### config.mk
export PLATFORM = sky130hd
export DESIGN_NAME = analog_axis_deadzone_block_filter_flat
export DESIGN_NICKNAME = d
export VERILOG_FILES = /design/src/hdl/aadbf_pkg.sv /design/src/hdl/aadbf_if.sv /design/src/hdl/analog_axis_deadzone_block_filter.sv /design/src/flat_wrapper.sv
export SDC_FILE = /design/constraint.sdc
export NUM_CORES = 1
export LEC_CHECK = 0
export BUFFER_PORTS_ARGS = -buffer_cell sky130_fd_sc_hd__buf_2
export CORE_ASPECT_RATIO = 1.75
export CORE_MARGIN = 2
export CORE_UTILIZATION = 55
export CTS_CLUSTER_SIZE = 40
export DETAILED_ROUTE_END_ITERATION = 8
export PLACE_DENSITY = 0.76
export SYNTH_ARGS = -nofsm -noshare
export SYNTH_HDL_FRONTEND = slang
export SYNTH_SLANG_ARGS = --single-unit
### constraint.sdc
create_clock -name clk -period 6.6 [get_ports clk]
set_input_delay 0 -clock clk [delete_from_list [all_inputs] [get_ports clk]]
set_output_delay 0 -clock clk [all_outputs]
set_load 0.02 [all_outputs]
### src/hdl/aadbf_pkg.sv
// ----------------------------------------------------------------------------
// aadbf_pkg
// Shared types, register codes and reset values of the axis filter.
// ----------------------------------------------------------------------------
package aadbf_pkg;

  typedef logic signed [15:0] sample_t;
  typedef logic signed [16:0] edge_t;
  typedef logic        [2:0]  cfg_index_t;
  typedef logic        [16:0] cfg_data_t;

  typedef enum logic [1:0] {
    MODE_NONE = 2'd0,
    MODE_PASS = 2'd1,
    MODE_AVG  = 2'd2,
    MODE_LAST = 2'd3
  } mode_t;

  // register indexes
  localparam cfg_index_t REG_FILTER_MODE = 3'd0;
  localparam cfg_index_t REG_LOWER_EDGE  = 3'd1;
  localparam cfg_index_t REG_UPPER_EDGE  = 3'd2;
  localparam cfg_index_t REG_DZ_RADIUS   = 3'd3;
  localparam cfg_index_t REG_BLOCK_LEN   = 3'd4;

  // reset values
  localparam mode_t       MODE_RST   = MODE_AVG;
  localparam edge_t       LOWER_RST  = -17'sd32765;
  localparam edge_t       UPPER_RST  = 17'sd32768;
  localparam logic [15:0] RADIUS_RST = 16'd5000;
  localparam logic [6:0]  BLEN_RST   = 7'd1;

  // saturate a 17-bit edge into the sample range
  function automatic sample_t sat_edge(input edge_t v);
    sample_t r;
    if (v > 17'sd32767) begin
      r = 16'sh7fff;
    end else if (v < -17'sd32768) begin
      r = 16'sh8000;
    end else begin
      r = v[15:0];
    end
    return r;
  endfunction

endpackage

### src/hdl/aadbf_if.sv
// ----------------------------------------------------------------------------
// aadbf interfaces
// Valid/ready channels for samples, filtered values and register writes.
// ----------------------------------------------------------------------------
interface aadbf_in_if;
  logic              valid;
  logic              ready;
  aadbf_pkg::sample_t sample;
  modport source (output valid, output sample, input ready);
  modport sink   (input valid, input sample, output ready);
endinterface

interface aadbf_out_if;
  logic              valid;
  logic              ready;
  aadbf_pkg::sample_t filtered_value;
  modport source (output valid, output filtered_value, input ready);
  modport sink   (input valid, input filtered_value, output ready);
endinterface

interface aadbf_cfg_if;
  logic                  valid;
  logic                  ready;
  aadbf_pkg::cfg_index_t index;
  aadbf_pkg::cfg_data_t  data;
  modport source (output valid, output index, output data, input ready);
  modport sink   (input valid, input index, input data, output ready);
endinterface

### src/hdl/analog_axis_deadzone_block_filter.sv
// ----------------------------------------------------------------------------
// analog_axis_deadzone_block_filter
// Deadzone, edge clamp and block average/last filter for one analog axis.
// ----------------------------------------------------------------------------
// Path, accept edge to out valid: pass via ST_ZONE, ST_OUT; block last via
//   ST_ZONE, ST_ACC, ST_OUT; block average adds the bit-serial divider
//   ST_DIV and ST_FIX. One item at a time: next taken back in ST_IDLE, after
//   a drop, buffer or hand-off; stalls in ST_OUT only while out reg is full.
// Reset (rst_n, synchronous): registers to their defaults, zone flags,
//   fill count and block sum cleared, output empty.
module analog_axis_deadzone_block_filter #(
  parameter int MAX_BLOCK = 64
) (
  input  logic         clk,
  input  logic         rst_n,
  aadbf_in_if.sink     in_if,
  aadbf_out_if.source  out_if,
  aadbf_cfg_if.sink    cfg_if
);
  import aadbf_pkg::*;

  localparam int CNT_W  = $clog2(MAX_BLOCK + 1);
  localparam int SUM_W  = 17 + $clog2(MAX_BLOCK);
  localparam int STEP_W = $clog2(SUM_W + 1);

  // sequencer
  typedef enum logic [5:0] {
    ST_IDLE = 6'b000001,  // waiting for an item
    ST_ZONE = 6'b000010,  // deadzone and edge checks
    ST_ACC  = 6'b000100,  // add into block
    ST_DIV  = 6'b001000,  // one quotient bit per cycle
    ST_FIX  = 6'b010000,  // sign of quotient
    ST_OUT  = 6'b100000   // hand result to output register
  } state_t;

  state_t state_r, state_nxt;

  // configuration
  mode_t       mode_r,   mode_nxt;
  edge_t       lower_r,  lower_nxt;
  edge_t       upper_r,  upper_nxt;
  logic [15:0] radius_r, radius_nxt;
  logic [6:0]  blen_r,   blen_nxt;

  // filter state
  logic                    dz_flag_r, dz_flag_nxt;
  logic                    lo_flag_r, lo_flag_nxt;
  logic                    hi_flag_r, hi_flag_nxt;
  logic [CNT_W-1:0]        fill_r,    fill_nxt;
  logic signed [SUM_W-1:0] sum_r,     sum_nxt;

  // datapath (no reset)
  sample_t           samp_r, samp_nxt;
  sample_t           val_r,  val_nxt;
  sample_t           res_r,  res_nxt;
  logic [SUM_W-1:0]  dq_r,   dq_nxt;    // dividend in, quotient shifts in
  logic [CNT_W-1:0]  rem_r,  rem_nxt;
  logic              neg_r,  neg_nxt;
  logic [STEP_W-1:0] step_r, step_nxt;

  // output register
  logic    out_valid_r, out_valid_nxt;
  sample_t out_data_r,  out_data_nxt;

  // combinational helpers
  logic [CNT_W-1:0]        len;
  edge_t                   s17;
  logic [16:0]             mag;
  logic                    in_dz;
  edge_t                   zval;
  logic                    below;
  logic                    above;
  sample_t                 lo_sat;
  sample_t                 hi_sat;
  logic signed [SUM_W-1:0] sum_add;
  logic [CNT_W-1:0]        fill_inc;
  logic [CNT_W:0]          rem_sh;
  logic                    ge;
  logic [SUM_W-1:0]        quot;

  assign in_if.ready           = (state_r == ST_IDLE);
  assign cfg_if.ready          = 1'b1;
  assign out_if.valid          = out_valid_r;
  assign out_if.filtered_value = out_data_r;

  // effective block length, 0 acts as 1, capped at MAX_BLOCK
  always_comb begin
    if (blen_r == 7'd0) begin
      len = CNT_W'(1);
    end else if (int'(blen_r) > MAX_BLOCK) begin
      len = CNT_W'(MAX_BLOCK);
    end else begin
      len = CNT_W'(blen_r);
    end
  end

  // deadzone and edge compares on the held sample
  always_comb begin
    s17    = {samp_r[15], samp_r};
    mag    = s17[16] ? (~s17 + 17'd1) : s17;
    in_dz  = (mag < {1'b0, radius_r});
    zval   = in_dz ? '0 : s17;
    below  = (zval < lower_r);
    above  = (zval > upper_r);
    lo_sat = sat_edge(lower_r);
    hi_sat = sat_edge(upper_r);
  end

  // block accumulation
  assign sum_add  = sum_r + {{(SUM_W-16){val_r[15]}}, val_r};
  assign fill_inc = fill_r + CNT_W'(1);

  // restoring divide step
  assign rem_sh = {rem_r, dq_r[SUM_W-1]};
  assign ge     = (rem_sh >= {1'b0, len});
  assign quot   = neg_r ? (~dq_r + SUM_W'(1)) : dq_r;

  always_comb begin
    state_nxt     = state_r;
    mode_nxt      = mode_r;
    lower_nxt     = lower_r;
    upper_nxt     = upper_r;
    radius_nxt    = radius_r;
    blen_nxt      = blen_r;
    dz_flag_nxt   = dz_flag_r;
    lo_flag_nxt   = lo_flag_r;
    hi_flag_nxt   = hi_flag_r;
    fill_nxt      = fill_r;
    sum_nxt       = sum_r;
    samp_nxt      = samp_r;
    val_nxt       = val_r;
    res_nxt       = res_r;
    dq_nxt        = dq_r;
    rem_nxt       = rem_r;
    neg_nxt       = neg_r;
    step_nxt      = step_r;
    out_valid_nxt = out_valid_r && !out_if.ready;
    out_data_nxt  = out_data_r;

    case (state_r)
      ST_IDLE: begin
        if (in_if.valid) begin
          samp_nxt  = in_if.sample;
          state_nxt = ST_ZONE;
        end
      end
      ST_ZONE: begin
        case (mode_r)
          MODE_NONE: begin
            state_nxt = ST_IDLE;
          end
          MODE_PASS: begin
            res_nxt   = samp_r;
            state_nxt = ST_OUT;
          end
          default: begin
            if (in_dz && dz_flag_r) begin
              // repeat inside the deadzone: dropped, nothing else moves
              state_nxt = ST_IDLE;
            end else begin
              dz_flag_nxt = in_dz;
              if (below) begin
                lo_flag_nxt = 1'b1;
                hi_flag_nxt = 1'b0;
                val_nxt     = lo_sat;
                state_nxt   = lo_flag_r ? ST_IDLE : ST_ACC;
              end else if (above) begin
                hi_flag_nxt = 1'b1;
                lo_flag_nxt = 1'b0;
                val_nxt     = hi_sat;
                state_nxt   = hi_flag_r ? ST_IDLE : ST_ACC;
              end else begin
                lo_flag_nxt = 1'b0;
                hi_flag_nxt = 1'b0;
                val_nxt     = zval[15:0];
                state_nxt   = ST_ACC;
              end
            end
          end
        endcase
      end
      ST_ACC: begin
        if (fill_inc < len) begin
          sum_nxt   = sum_add;
          fill_nxt  = fill_inc;
          state_nxt = ST_IDLE;
        end else begin
          fill_nxt = '0;
          sum_nxt  = '0;
          if (mode_r == MODE_LAST) begin
            res_nxt   = val_r;
            state_nxt = ST_OUT;
          end else begin
            // divide magnitude, restore sign after (truncates toward zero)
            neg_nxt   = sum_add[SUM_W-1];
            dq_nxt    = sum_add[SUM_W-1] ? (~sum_add + SUM_W'(1)) : sum_add;
            rem_nxt   = '0;
            step_nxt  = '0;
            state_nxt = ST_DIV;
          end
        end
      end
      ST_DIV: begin
        rem_nxt  = ge ? CNT_W'(rem_sh - {1'b0, len}) : CNT_W'(rem_sh);
        dq_nxt   = {dq_r[SUM_W-2:0], ge};
        step_nxt = step_r + STEP_W'(1);
        if (step_r == STEP_W'(SUM_W - 1)) begin
          state_nxt = ST_FIX;
        end
      end
      ST_FIX: begin
        res_nxt   = quot[15:0];
        state_nxt = ST_OUT;
      end
      ST_OUT: begin
        if (!out_valid_r || out_if.ready) begin
          out_valid_nxt = 1'b1;
          out_data_nxt  = res_r;
          state_nxt     = ST_IDLE;
        end
      end
      default: begin
        state_nxt = ST_IDLE;
      end
    endcase

    // register writes are for the user to send only while the block is idle; the block does not enforce it
    if (cfg_if.valid) begin
      case (cfg_if.index)
        REG_FILTER_MODE: begin
          mode_nxt = mode_t'(cfg_if.data[1:0]);
          fill_nxt = '0;
          sum_nxt  = '0;
        end
        REG_LOWER_EDGE: begin
          lower_nxt = cfg_if.data;
          fill_nxt  = '0;
          sum_nxt   = '0;
        end
        REG_UPPER_EDGE: begin
          upper_nxt = cfg_if.data;
          fill_nxt  = '0;
          sum_nxt   = '0;
        end
        REG_DZ_RADIUS: begin
          radius_nxt = cfg_if.data[15:0];
          fill_nxt   = '0;
          sum_nxt    = '0;
        end
        REG_BLOCK_LEN: begin
          blen_nxt = cfg_if.data[6:0];
          fill_nxt = '0;
          sum_nxt  = '0;
        end
        default: begin
          // unknown index: ignored, block kept
        end
      endcase
    end
  end

  // control state
  always_ff @(posedge clk) begin
    if (!rst_n) begin
      state_r     <= ST_IDLE;
      mode_r      <= MODE_RST;
      lower_r     <= LOWER_RST;
      upper_r     <= UPPER_RST;
      radius_r    <= RADIUS_RST;
      blen_r      <= BLEN_RST;
      dz_flag_r   <= 1'b0;
      lo_flag_r   <= 1'b0;
      hi_flag_r   <= 1'b0;
      fill_r      <= '0;
      sum_r       <= '0;
      out_valid_r <= 1'b0;
    end else begin
      state_r     <= state_nxt;
      mode_r      <= mode_nxt;
      lower_r     <= lower_nxt;
      upper_r     <= upper_nxt;
      radius_r    <= radius_nxt;
      blen_r      <= blen_nxt;
      dz_flag_r   <= dz_flag_nxt;
      lo_flag_r   <= lo_flag_nxt;
      hi_flag_r   <= hi_flag_nxt;
      fill_r      <= fill_nxt;
      sum_r       <= sum_nxt;
      out_valid_r <= out_valid_nxt;
    end
  end

  // payload
  always_ff @(posedge clk) begin
    samp_r     <= samp_nxt;
    val_r      <= val_nxt;
    res_r      <= res_nxt;
    dq_r       <= dq_nxt;
    rem_r      <= rem_nxt;
    neg_r      <= neg_nxt;
    step_r     <= step_nxt;
    out_data_r <= out_data_nxt;
  end

endmodule

### src/flat_wrapper.sv
// flat-port wrapper written by rule: the top's interface ports become plain ports
module analog_axis_deadzone_block_filter_flat import aadbf_pkg::*;
#(
  parameter int MAX_BLOCK = 64
)
  (clk, rst_n, in_if_valid, in_if_sample, in_if_ready, out_if_valid, out_if_filtered_value, out_if_ready, cfg_if_valid, cfg_if_index, cfg_if_data, cfg_if_ready);
  aadbf_in_if in_if_i ();
  aadbf_out_if out_if_i ();
  aadbf_cfg_if cfg_if_i ();
  input  logic clk;
  input  logic rst_n;
  input wire logic [$bits(in_if_i.valid)-1:0] in_if_valid;
  input wire logic [$bits(in_if_i.sample)-1:0] in_if_sample;
  output wire logic [$bits(in_if_i.ready)-1:0] in_if_ready;
  output wire logic [$bits(out_if_i.valid)-1:0] out_if_valid;
  output wire logic [$bits(out_if_i.filtered_value)-1:0] out_if_filtered_value;
  input wire logic [$bits(out_if_i.ready)-1:0] out_if_ready;
  input wire logic [$bits(cfg_if_i.valid)-1:0] cfg_if_valid;
  input wire logic [$bits(cfg_if_i.index)-1:0] cfg_if_index;
  input wire logic [$bits(cfg_if_i.data)-1:0] cfg_if_data;
  output wire logic [$bits(cfg_if_i.ready)-1:0] cfg_if_ready;
  assign in_if_i.valid = in_if_valid;
  assign in_if_i.sample = in_if_sample;
  assign in_if_ready = in_if_i.ready;
  assign out_if_valid = out_if_i.valid;
  assign out_if_filtered_value = out_if_i.filtered_value;
  assign out_if_i.ready = out_if_ready;
  assign cfg_if_i.valid = cfg_if_valid;
  assign cfg_if_i.index = cfg_if_index;
  assign cfg_if_i.data = cfg_if_data;
  assign cfg_if_ready = cfg_if_i.ready;
  analog_axis_deadzone_block_filter #(.MAX_BLOCK(MAX_BLOCK)) u_core (.clk(clk), .rst_n(rst_n), .in_if(in_if_i), .out_if(out_if_i), .cfg_if(cfg_if_i));
endmodule
==> results list <==
- The total area inside the core boundary comes to 22070 um^2.
- The worst register-to-register path ends at u_core.hi_flag_r$_SDFFE_PN0P_.
- Pin placement for this block handled 60 I/O pins.
- Die Wd: 117.0 um
- Wire length of the first global-routing pass: 53.99 mm
- Cell types with the highest counts after synthesis: nand2_1 (195), a21oi_1 (155), edfxtp_1 (100)
* Starting utilization of the core area: 55.73%
* Number of failing setup endpoints in the final timing report: 0
* End point of the worst hold path: u_core.mode_r[1]$_SDFFE_PN1P_
- Overall Power: 3.704 mW
- Pins over their slew limit: 0
- Clock latency on the worst-skew pair, taken at its later pin, is 0.44 ns.
* Min cycle time layout: 6.014 ns
- Clock edge transition at the registers on the reported setup and hold paths: 0.07 ns
* Die Y: 201.8 um
- Cell count after synthesis: 1389
- After synthesis, the cell types taking the most area are edfxtp_1 (24%), dfxtp_1 (16%), ha_1 (9.1%), a21oi_1 (6.3%), nand2_1 (6.0%).
- Across the VDD grid, the largest voltage drop is 0.0002395 V.
* Max cap viols: 0
- Count of flip-flops with a built-in enable after synthesis: 100
- Static timing analysis puts the maximum clock frequency at 0.1663 GHz.
- Global routing used 29.74% of the available tracks across all layers.
- CTS tree: yes
* Endpoint required time on the critical path: 6.96 ns
* Sink count of the clock tree: 199
- Clock skew on the completed layout was measured at 0.007426 ns.
- By startpoint and endpoint, the worst setup path is classified as flip-flop to flip-flop.
* Average footprint of a synthesized cell: 8.856 um^2
- Half-perimeter wire length after detailed placement: 25.33 mm
* Initial antenna violation count: 0
- Reg2Reg Launch Point: u_core.samp_r[5]$_DFFE_PP_
- No sink is reached through more buffers than the 2 on the longest clock path.
* Netlist cell types: 82
- Worst-path maximum fanout: 14
- Net count reported at finish: 1587
- Once the clock tree was built, the setup fixing pass inserted 0 buffers.
- Actual slew at the worst max-slew pin: 1.177 ns
- The die covers 23620 um^2.
- The number of buffers and inverters on the critical path is 1.
- Entering global routing, the biggest net connects 54 pins.
- Relative to the synthesized area, the layout overhead comes to 11.93%.
* Clock Root Buffer: clkbuf_16
- Primary flip-flop cell chosen by synthesis mapping: edfxtp_1
- Most common cell in the synthesized netlist: nand2_1
* Worst stage delay on the critical path: 0.57 ns
- After detailed routing, the number of remaining DRC violations is 0.
- During synthesis, Yosys emitted a total of 0 warnings.
- Using the TritonRoute via totals, the vias-per-cell ratio works out to 5.938.
- The min-delay analysis places its worst path in the category input port to flip-flop.
- Total number of H-tree levels: 4
- Area share of the largest cell type after synthesis: 24.41%
* Average detailed-routed wire length per instance: 19.07 um
* Crit-path cells: or4_1 -> nor3_1 -> and3_1 -> nand2b_1 -> o41ai_1 -> xnor2_1 -> ha_1 -> or3_1 -> o21ai_0 -> a21oi_1 -> a221oi_1 -> nand2_1 -> buf_4 -> and2_1 -> ha_1 -> a21o_1 -> a21o_1 -> a21oi_1 -> o41ai_1 -> a21oi_1 -> mux2i_1 -> a41o_2 -> or3b_2 -> a21oi_1
- The first detailed-routing pass took 5 iterations.
- Count of cells along the worst hold path: 5
* Number of inserted filler cells in the final layout: 1910
- Setup slack on the worst reg-to-reg path comes out at 0.59 ns.
- In this run the power density over the cells is 269.0 nW/um^2.
- Summing the sequential cell areas from Yosys gives 40.52% of the chip area.
- Total global routing overflow: 0
* Count of standard-cell rows: 72
* Detailed Route Iter0 Violations: 657
- The worst register-to-register path has a depth of 24.
* Post-route clock period utilization: 91.12%
* Number of routed nets with antenna violations: 0
- Counting stages on the worst path, the most repeated cell is a21oi_1.
- Setup repair after global routing left no endpoint under its margin.
- Max transition margin: 21.20%
* Run status: complete, no violations
- Hold_sp: cfg_if_valid
* Antenna diodes: 0
- Leakage power: 5.315 nW
- After synthesis, the share of flip-flops with an asynchronous set or reset is 0%.
- STA classifies the critical path endpoint as a flip-flop.
- Number of port buffers: 58
* Arrival time of data at the critical path endpoint: 6.38 ns
* Post-route setup TNS: 0 ns
- Among all stages on the critical path, the largest delay is contributed by or4_1.
- The kind of cell with the highest combined delay along the critical path is compound AO/OA/AOI/OAI gates.
* Number of global-route vias before repair: 10600
- The number of clock buffers added by TritonCTS is 17.
* Final wirelength: 33.62 mm
- Layout cell share with drive strength beyond 1: 9.066%
* Startpoint type of the worst setup path: flip-flop
- Total number of vias: 10470
- Routability-driven placement finished with a final weighted congestion of 0.9792.
- Cell taking the most area after synthesis: edfxtp_1
* Number of nets in the synthesized netlist: 1521
- The final number of hold-violating endpoints was 0.
* Netlist area before placement: 12300 um^2
* Flip-flop and latch count after synthesis: 199
[cell usage in the layout (no fill, tap or decap), drive strengths merged, types with 16 or more instances in the layout]
cell type	count
o21a	20
nor2	89
a21o	25
nor3	17
mux2i	35
dlygate4sd3	40
o21ai	74
buf	73
ha	89
nand3	51
xnor2	43
xor2	30
inv	77
dfxtp	99
and2	24
clkbuf	19
nand2	195
o211ai	16
edfxtp	100
a21oi	155
[sequential cells by signal (all words and copies together) (netlist names)]
signal                        cells
u_core.val_r                     16
u_core.res_r                     16
u_core.sum_r                     23
u_core.mode_r                     2
u_core.rem_r                      7
u_core.dq_r                      23
u_core.samp_r                    16
u_core.upper_r                   17
u_core.state_r                    6
u_core.lower_r                   17
u_core.blen_r                     7
u_core.radius_r                  16
u_core.neg_r                      1
u_core.lo_flag_r                  1
u_core.dz_flag_r                  1
u_core.step_r                     5
u_core.hi_flag_r                  1
u_core.out_if.valid               1
u_core.out_if.filtered_value     16
u_core.fill_r                     7
[cell families after synthesis]
kind of cell / count (synthesis) / share of synthesized area [%]
compound gates: 371 / 18.79
other cells: 1 / 0.03049
fa+ha+maj: 92 / 9.460
mux: 40 / 3.336
flops: 199 / 40.52
xor+xnor: 73 / 5.198
simple gates: 471 / 17.99
buf+inv: 142 / 4.669
[routing by layer]
layer  track usage, %  share of wire (%)  wire length, um
met1            31.54                 36            12050
met2            54.48                 54            18130
met5                0                  0                0
met3            3.898                3.9             1318
met4            17.35                6.3             2115
[final cells by class]
cell class | count | area [um^2] | area share (%)
Clock buffer | 19 | 442.9 | 3.217
Clock inverter | 12 | 128.9 | 0.9360
Inverter | 76 | 285.3 | 2.072
Multi-Input combinational cell | 1048 | 6753 | 49.05
Sequential cell | 199 | 4985 | 36.21
Tap cell | 296 | 370.4 | 2.690
Timing Repair Buffer | 113 | 803.3 | 5.834
[report_power, final]
part           switching [mW]  total [mW]  internal, mW
Combinational           0.697        1.20         0.503
Sequential             0.0732        1.48          1.41
Clock                   0.460        1.03         0.566
Total                    1.23        3.70          2.47
[worst min-delay path, cell delays in order]
cell	delay, ns
buf_2	0.11
nand2b_1	0.13
nor3_1	0.11
mux2i_1	0.13
nand2_1	0.06
[stage by stage]
| stage | hold slack, ns | worst slack, ns | area [um^2] | std cells | utilization (%) |
|---|---|---|---|---|---|
| 2_1_floorplan | 0.09887 | 0.4657 | 12300 | 1389 | - |
| 3_3_place_gp | 0.1775 | 0.6518 | 12790 | 1692 | 57.97 |
| 3_5_place_dp | 0.1786 | 0.5547 | 12790 | 1692 | 57.97 |
| 4_1_cts | 0.09229 | 0.5084 | 13770 | 1763 | 62.38 |
| 5_1_grt | 0.1808 | 0.1823 | 13770 | 1763 | 62.38 |
| 6_report | 0.1229 | 0.5860 | 13770 | 1763 | 62.38 |
[repair_timing]
item / 4_1_cts / 5_1_grt
endpoints found under the hold margin: 78 / 0
endpoints found under the setup margin: 0 / 1
hold buffers: 40 / 0
resized for setup: 0 / 1
[how the worst max path moves through the flow]
stage,startpoint,to,slack (ns),cells past startpoint
finish,u_core.samp_r[5]$_DFFE_PP_,u_core.hi_flag_r$_SDFFE_PN0P_,0.59,24
global route,u_core.samp_r[6]$_DFFE_PP_,u_core.val_r[12]$_DFFE_PP_,0.18,24
CTS,u_core.samp_r[6]$_DFFE_PP_,u_core.val_r[11]$_DFFE_PP_,0.51,24
detailed placement,u_core.samp_r[6]$_DFFE_PP_,u_core.val_r[11]$_DFFE_PP_,0.55,24
global placement,u_core.samp_r[6]$_DFFE_PP_,u_core.val_r[12]$_DFFE_PP_,0.65,24
floorplan,u_core.samp_r[7]$_DFFE_PP_,u_core.val_r[11]$_DFFE_PP_,0.47,25
Power figures use the tool's default switching activity.
